File: src/lbba_pkg.sv
// Shared types and constants for the label bounding box accumulator.
package lbba_pkg;

    // Command codes on the input word
    localparam logic [1:0] CMD_CLEAR = 2'd0;
    localparam logic [1:0] CMD_VOXEL = 2'd1;
    localparam logic [1:0] CMD_READ  = 2'd2;

    // Status codes on the result word
    localparam logic [1:0] ST_OK     = 2'd0;
    localparam logic [1:0] ST_RANGE  = 2'd1;
    localparam logic [1:0] ST_BEYOND = 2'd2;

    // Register indexes (byte address = 4 * index)
    localparam logic [1:0] REG_X_SIZE  = 2'd0;
    localparam logic [1:0] REG_Y_SIZE  = 2'd1;
    localparam logic [1:0] REG_Z_SIZE  = 2'd2;
    localparam logic [1:0] REG_FEAT_CNT = 2'd3;

    localparam int APB_AW    = 4;
    localparam int APB_DW    = 32;
    localparam int CFG_W     = 13;
    localparam int OUT_W     = 12;
    localparam int CMP_W     = 17;
    localparam int EPOCH_W   = 3;
    localparam int OUT_DEPTH = 3;

    // One result word
    typedef struct packed {
        logic [1:0]       status;
        logic             seen;
        logic [OUT_W-1:0] min_x;
        logic [OUT_W-1:0] min_y;
        logic [OUT_W-1:0] min_z;
        logic [OUT_W-1:0] max_x;
        logic [OUT_W-1:0] max_y;
        logic [OUT_W-1:0] max_z;
    } t_result;

endpackage

File: src/lbba_out_fifo.sv
// Small result queue between the update stage and the output port.
module lbba_out_fifo (
    input  logic              i_clk,
    input  logic              i_rst_n,
    input  logic              i_push,
    input  lbba_pkg::t_result i_push_data,
    output logic              o_valid,
    input  logic              i_ready,
    output lbba_pkg::t_result o_data,
    output logic [1:0]        o_count
);

    lbba_pkg::t_result r_mem [lbba_pkg::OUT_DEPTH];
    logic [1:0]        r_wp;
    logic [1:0]        r_rp;
    logic [1:0]        r_cnt;
    logic              w_pop;

    assign o_valid = (r_cnt != 2'd0);
    assign o_data  = r_mem[r_rp];
    assign o_count = r_cnt;
    assign w_pop   = o_valid && i_ready;

    // storage
    always_ff @(posedge i_clk) begin
        if (i_push) begin
            r_mem[r_wp] <= i_push_data;
        end
    end

    // pointers and fill count
    always_ff @(posedge i_clk) begin
        if (!i_rst_n) begin
            r_wp  <= 2'd0;
            r_rp  <= 2'd0;
            r_cnt <= 2'd0;
        end else begin
            if (i_push) begin
                r_wp <= (r_wp == 2'(lbba_pkg::OUT_DEPTH - 1)) ? 2'd0 : r_wp + 2'd1;
            end
            if (w_pop) begin
                r_rp <= (r_rp == 2'(lbba_pkg::OUT_DEPTH - 1)) ? 2'd0 : r_rp + 2'd1;
            end
            if (i_push && !w_pop) begin
                r_cnt <= r_cnt + 2'd1;
            end else if (!i_push && w_pop) begin
                r_cnt <= r_cnt - 2'd1;
            end
        end
    end

endmodule

File: config.mk
export PLATFORM = sky130hd
export DESIGN_NAME = lbba_out_fifo
export DESIGN_NICKNAME = d
export VERILOG_FILES = /design/src/lbba_pkg.sv /design/src/lbba_out_fifo.sv
export SDC_FILE = /design/constraint.sdc
export NUM_CORES = 1
export LEC_CHECK = 0
export BUFFER_PORTS_ARGS = -buffer_cell sky130_fd_sc_hd__buf_4
export CORE_MARGIN = 4
export CORE_UTILIZATION = 50
export CTS_BUF_LIST = sky130_fd_sc_hd__clkbuf_8
export DETAILED_ROUTE_END_ITERATION = 16
export HOLD_SLACK_MARGIN = 0.03
export PLACE_DENSITY = 0.73
export SYNTH_ARGS = -nofsm -noshare
export SYNTH_HDL_FRONTEND = slang
export SYNTH_SLANG_ARGS = --single-unit
File: constraint.sdc
create_clock -name i_clk -period 21.1 [get_ports i_clk]
set_input_delay 2.11 -clock i_clk [delete_from_list [all_inputs] [get_ports i_clk]]
set_output_delay 2.11 -clock i_clk [all_outputs]
set_load 0.005 [all_outputs]
== Yosys cells after proc, flatten, opt, wreduce, memory -nomap -nowiden ==
Memory sizes are Yosys's and may differ from the RTL's. A register that Yosys moved wholly into a read port is not among the register bits.
Index checks and enable logic that the tools add are counted.
Widths: inputs -> output; s select.

* Flip-flop bits (word level): 6
* Memory bits (writable): 225
* Input bits: 79
* Output and inout port bits: 78
* Logic and storage cells: 25
* Memories: 1

{| class="wikitable"
|+ Memory list
! name !! words !! bits a word !! read ports !! clocked after memory_dff !! wr ports !! line !! text
|-
| r_mem || 3 || 75 || 1 || 1 || 1 || lbba_out_fifo.sv:13 || <nowiki>lbba_pkg::t_result r_mem [lbba_pkg::OUT_DEPTH];</nowiki>
|}

* Add/sub/neg operators: 4
* Equality and inequality tests: 2
* Multiplexer cells: 8
* Reductions and logical operators: 7

{| class="wikitable"
|+ Operator list
! kind !! number
|-
| $mux 2 || 6
|-
| $add 2x1->2 const B || 3
|-
| $eq 2x2->1 const B || 2
|-
| $reduce_bool 2->1 || 2
|-
| $logic_and 1x1->1 || 3
|-
| $logic_not 1->1 || 2
|-
| $mux 1 || 2
|-
| $sub 2x1->2 const B || 1
|}

== Logic depth before layout (Yosys ltp) ==
Gate-level depths: netlist (run 1).

* Word-level depth: 5
* Gate-level depth with buffers: 5
* Depth with buffers taken out: 5

== Worst setup path after synthesis (run 1) ==
OpenSTA, ideal clock, no wires.

* Kind: input port to flip-flop
* Start point: in i_push
* End point: mem r_mem[0][0] (netlist name), enable pin
* Setup time: 618 ps
* Arrival: 7570 ps
* Data required time: 20482 ps
* Slack: 12913 ps
* Stages on the path: 1
* Buffers on the path: 0
* Cell sequence: nor3b_1

* Longest elaborated chain between the ends: 2

{| class="wikitable"
|+ Ends and longest elaborated chain
! what !! line !! text
|-
| start: declaration || lbba_out_fifo.sv:5 || <nowiki>input logic i_push,</nowiki>
|-
| $mux 1 || lbba_out_fifo.sv:26 || <nowiki>if (i_push) begin</nowiki>
|-
| $mux 1 (implied by the code) || lbba_out_fifo.sv:27 || <nowiki>r_mem[r_wp] <= i_push_data;</nowiki>
|-
| end: declaration || lbba_out_fifo.sv:13 ||
|}

Every way passes these cells.

==> run summary, run 1 <==
status: finished, final reports clean
initial antenna violation count: 0
fin nets: 762
Commonest cells post-synth: edfxtp_1 (225), nand2_1 (79), mux2i_1 (75), o21ai_1 (75), clkbuf_1 (11)
max_slew headroom: 29.5%
Final Setup Violations: 0
total number of yosys warnings: 0
Worst VDD drop: 0.0623 mV
Routed Antenna Nets: 0
worst skew pair latency: 0.50 ns
Post-synth EDFFs: 225
Die Height: 140 um
Residual DRC: 0
total core area: 16800 um2
CTS Buf Count: 37
worst-path cell chain: buf_4, mux2i_1, o21ai_1, buf_4
post-CTS setup buffers: 0
R2R cell count: 3
crit path capture type: output pin
Placed Cells: 863
worst-path fanout max: 42
fill count: 1228
initial drt markers: 314
Horiz. Die Dim: 140 um
Resized cells post-CTS: 0
Clock Tree Buf Depth: 3
Detail Placement HPWL: 9.76 mm
via/cell ratio: 5.15
area leader, netlist: edfxtp_1
synth unique cells: 24
first-pass GRT wire length: 25.4 mm
Detailed Route WL: 16.3 mm
total negative slack: 0 ns
Worst path most repeated cell: buf_4
crit share post-route: 22.3%
TritonCTS clock tree: built
max-slew violations: 0
CP max stage delay: 0.75 ns
hold path cells: 2
gr ovfl total: 0
Netlist Area Pre-Place: 8660 um2
Clock Pin Slew Worst Setup and Hold Paths: 0.06 ns
RD Place Congestion: 0.718
post-synth top area share: 78.0%
P per Cell Area: 102 nW/um2
final core area utilization: 63.3%
Starting Density: 51.7%
Root Driver: clkbuf_8
Fmax achieved: 213 MHz
Worst path slowest cell: dfxtp_4
vias in the first global route: 5030
drt pass-1 iters: 4
Layout area overhead: 22.6%
final critical-path required period: 4.71 ns
GRT Util Overall: 16.4%
Hold Buf Count CTS: 0
clk_skew: 0.0137 ns
H-Tree Depth: 2
Leak Pwr: 3.68 nW
final instance area: 10600 um2
share of flip-flops with an asynchronous set or reset: 0%
cell row count: 47
CTS sink cnt: 233
Max-Cap Viols: 0
worst r2r src: r_wp[0]
diode count: 0
Mean Syn Cell Area: 17.1 um2
crit path launch type: flop
# IOs: 157
largest net degree at the start of global routing: 87
worst hold path startpoint: r_rp[0]
Synth Instances: 507
Vias: 4749
RSZ-0062 raised after global routing: no
Synth Register Bits: 233
DIE AREA: 19500 um2
post-synthesis sequential area ratio: 79.9%
layout cells sized above 1: 29.6%
Critical Path RT: 18.99 ns
Final Hold Vio Count: 0
CP Data Arrival Time: 2.60 ns
prevailing post-synth register cell: edfxtp_1
Net Count, Synth: 587
Critical Setup Path Class: reg -> out
most frequent cell after synthesis: edfxtp_1
Port-buffer cells: 156
non-filler cells, final: 923
DP Area: 9990 um2
Worst-Margin Slew: 1.06 ns
HP Class: reg -> reg
largest cells by area after synthesis: edfxtp_1 (78%), mux2i_1 (8.7%), o21ai_1 (4.3%)
drt wl/cell: 17.6 um
[cells in the final DEF, fill, tap and decap left out, drive strengths merged]
master,instances
dfxtp,8
a21boi,3
ha,1
nor2b,2
o21ai,77
edfxtp,225
clkbuf,39
inv,9
or3b,1
xnor2,1
or3,2
or2,1
mux2i,75
nor2,2
buf,161
xor2,1
o21a,2
clkinvlp,1
nor3b,1
nand2,79
clkinv,11
and2,1
[cell families (layout without fill, tap and decap cells)]
family	Yosys count	after routing	share of synthesized area (%)
xor+xnor	2	2	0.202
flops	233	233	79.9
buf+inv	25	221	2.02
simple gates	89	89	4.13
mux	75	75	8.67
fa+ha+maj	1	1	0.145
compound gates	82	82	4.93
[cell type report]
type	count	area, um2	area share (%)
flip-flops and latches	233	6920	65.2
multi-input cells	249	1590	14.9
repair buffers	161	1210	11.4
clock buffers	39	537	5.06
well taps	220	275	2.59
clock inverters	21	83.8	0.790
[final timing paths]
check / end / slack, ns
hold reg to reg: flop / 0.48
setup / recovery: o_data[2] / 16.39
setup reg to reg: r_mem[1][23] / 18.70
hold / removal: flop / 0.48
[registers in the layout, indices dropped and copies added (netlist names), named ones only]
register	flops
o_count	2
r_mem	225
r_rp	2
r_wp	2
[stage by stage]
step / hold slack, ns / setup slack [ns] / total power (W)
detailed placement: 0.476 / 16.83 / 0.000770
global route: 0.519 / 16.20 / 0.00114
global placement: 0.448 / 16.85 / 0.000763
floorplan: 0.451 / 12.91 / 0.000672
CTS: 0.482 / 16.32 / 0.00109
finish: 0.478 / 16.39 / 0.00108
[critical path: cells and delay by family, from the launching register on]
| family | cells | cell delay [ns] |
|---|---|---|
| buffers and inverters | 2 | 0.92 |
| DFF | 1 | 0.75 |
| muxes | 1 | 0.26 |
| AOI/OAI and AO/OA | 1 | 0.12 |
[metal layers]
layer / vias to the layer above / global-route usage (%) / part of all wire (%) / routed length [um]
li1: 2263 / - / - / -
met2: 167 / 27.4 / 49 / 8040
met3: 33 / 4.73 / 7.5 / 1220
met4: 0 / 6.27 / 2.5 / 413
met5: - / 0 / 0 / 0
met1: 2286 / 20.3 / 41 / 6590
[report_power, final]
part	switching [W]	total, W	internal (W)
Clock	0.000154	0.000322	0.000169
Sequential	0.0000226	0.000556	0.000534
Combinational	0.0000905	0.000200	0.000110
No activity file was read; power rests on OpenSTA's default activity.
==> run 2, diff against run 1 <==
--- a/config.mk
+++ b/config.mk
@@ -11,7 +11,7 @@
 export CTS_BUF_LIST = sky130_fd_sc_hd__clkbuf_8
 export DETAILED_ROUTE_END_ITERATION = 16
 export HOLD_SLACK_MARGIN = 0.03
-export PLACE_DENSITY = 0.73
+export PLACE_DENSITY = 0.76
 export SYNTH_ARGS = -nofsm -noshare
 export SYNTH_HDL_FRONTEND = slang
 export SYNTH_SLANG_ARGS = --single-unit
==> constraint.sdc (replaced) <==
create_clock -name i_clk -period 3.9 [get_ports i_clk]
set_input_delay 0.39 -clock i_clk [delete_from_list [all_inputs] [get_ports i_clk]]
set_output_delay 0.39 -clock i_clk [all_outputs]
set_load 0.005 [all_outputs]
==> run summary, run 2 (synthesized netlist as in run 1, its figures left out) <==
status: finished, final reports clean
largest net degree at the start of global routing: 99 (+14%)
worst-path fanout max: 98 (+130%)
via/cell ratio: 5.10 (-0.92%)
initial antenna violation count: 0 (unchanged)
first-pass GRT wire length: 25.8 mm (+1.8%)
diode count: 0 (unchanged)
worst skew pair latency: 0.49 ns (about the same)
worst hold path startpoint: i_push_data[43]
max_slew headroom: 34.7% (+5.2 points)
Hold Buf Count CTS: 0 (unchanged)
non-filler cells, final: 930 (+0.76%)
Fmax achieved: 378 MHz
Flop pwr share: 50.9% (-0.7 points)
Leak Pwr: 3.73 nW (+1.6%)
Vias: 4741 (-0.17%)
total core area: 16800 um2 (unchanged)
Worst VDD drop: 0.307 mV (+390%)
switching share of power: 24.9% (+0.20 points)
crit path launch type: flop
Clock Pin Slew Worst Setup and Hold Paths: 0.06 ns (about the same)
CTS sink cnt: 233 (unchanged)
Net Sw Power: 0.00145 W (+440%)
clk_skew: 0.00769 ns (-0.00598 ns)
# IOs: 157 (unchanged)
GRT Util Overall: 16.8% (+0.39 points)
fin nets: 767 (+0.66%)
H-Tree Depth: 2 (unchanged)
Root Driver: clkbuf_8
Starting Density: 51.7% (unchanged)
DIE AREA: 19500 um2 (unchanged)
most frequent cells in the layout: edfxtp_1 (225), buf_4 (164), nand2_1 (79)
Max-Cap Viols: 0 (unchanged)
Critical Path RT: 3.51 ns (-15.48 ns)
Hold Slack: 0.0883 ns (-0.390 ns)
Residual DRC: 0 (unchanged)
Detail Placement HPWL: 10.2 mm (+4.3%)
Horiz. Die Dim: 140 um (unchanged)
layout cells sized above 1: 30.0% (+0.41 points)
crit share post-route: 67.8%
Port-buffer cells: 156 (unchanged)
Worst-Margin Slew: 0.980 ns (-0.0778 ns)
HP Class: in -> reg
pre-CTS setup slack: 1.59 ns (-15.23 ns)
Detailed Route WL: 16.5 mm (+1.3%)
Routed Antenna Nets: 0 (unchanged)
vias in the first global route: 5052 (+0.44%)
Final Hold Vio Count: 0 (unchanged)
Die Height: 140 um (unchanged)
Final WS setup: 1.26 ns (-15.14 ns)
max FFs per register: 225 (unchanged)
Critical Setup Path Class: reg -> out
Layout area overhead: 23.3%
Placed Cells: 868 (+0.58%)
fill count: 1225 (-0.24%)
gr ovfl total: 0 (unchanged)
CTS Buf Count: 37 (unchanged)
crit path capture type: output pin
drt wl/cell: 17.7 um (+0.57%)
CP Data Arrival Time: 2.25 ns (-0.35 ns)
DP Area: 10100 um2 (+0.69%)
initial drt markers: 244 (-22%)
cell row count: 47 (unchanged)
drt pass-1 iters: 4 (unchanged)
Clock Tree Buf Depth: 3 (unchanged)
Largest Register: r_mem
Internal: 0.00437 W (+440%)
Clk pwr share: 29.3% (-0.6 points)
P per Cell Area: 546 nW/um2 (+440%)
TritonCTS clock tree: built
commonest non-fill, non-tap cell in the layout: edfxtp_1
Final Setup Violations: 0 (unchanged)
post-CTS setup buffers: 0 (unchanged)
final instance area: 10700 um2 (+0.53%)
RD Place Congestion: 0.741 (+3.2%)
final critical-path required period: 2.64 ns
combinational share of power: 19.8% (+1.2 points)
worst r2r src: r_wp[1]
RSZ-0062 raised after global routing: no
total negative slack: 0 ns (unchanged)
reg2reg setup slack: 1.70 ns (-17.00 ns)
Resized cells post-CTS: 0 (unchanged)
max-slew violations: 0 (unchanged)
[run 2: worst max-delay path: stages (launching register included)]
cell and delay (ns):
dfxtp_4 0.96, buf_4 0.41, nand2_1 0.08, o21ai_1 0.11, buf_4 0.14
[run 2: cell type report]
type | count | area [um2] | area share [%]
Timing Repair Buffer | 166 | 1270 | 11.9
Sequential cell | 233 | 6920 | 64.9
Clock inverter | 25 | 98.8 | 0.926
Tap cell | 220 | 275 | 2.58
Clock buffer | 37 | 509 | 4.77
Multi-Input combinational cell | 249 | 1590 | 14.9
[run 2: final timing paths]
| check | endpoint | cells past startpoint |
|---|---|---|
| worst max-delay path | o_data[52] | 4 |
| worst min-delay path | r_mem[0][43] | 1 |
| worst max register to register | r_mem[2][29] | 3 |
| worst min register to register | flop | 2 |
[run 2: routing by layer]
| metal | global-route usage [%] | routed length [um] |
|---|---|---|
| met3 | 5.59 | 1280 |
| met1 | 20.9 | 6740 |
| met5 | 0 | 0 |
| met2 | 28.0 | 8180 |
| met4 | 5.30 | 276 |
[run 2: per-stage QoR]
step	utilization (%)	total power, W
after detailed placement	60.0	0.00419
after floorplan	-	0.00363
after CTS	63.7	0.00591
final	63.7	0.00582
after global placement	60.0	0.00415
after global routing	63.7	0.00613
[run 2: power groups by stage]
stage | logic, W | clock network [W] | registers [W]
2_1_floorplan | 0.000651 | 0 | 0.00298
3_3_place_gp | 0.00115 | 0 | 0.00300
3_5_place_dp | 0.00117 | 0 | 0.00301
4_1_cts | 0.00117 | 0.00177 | 0.00296
5_1_grt | 0.00126 | 0.00190 | 0.00297
6_report | 0.00115 | 0.00171 | 0.00296
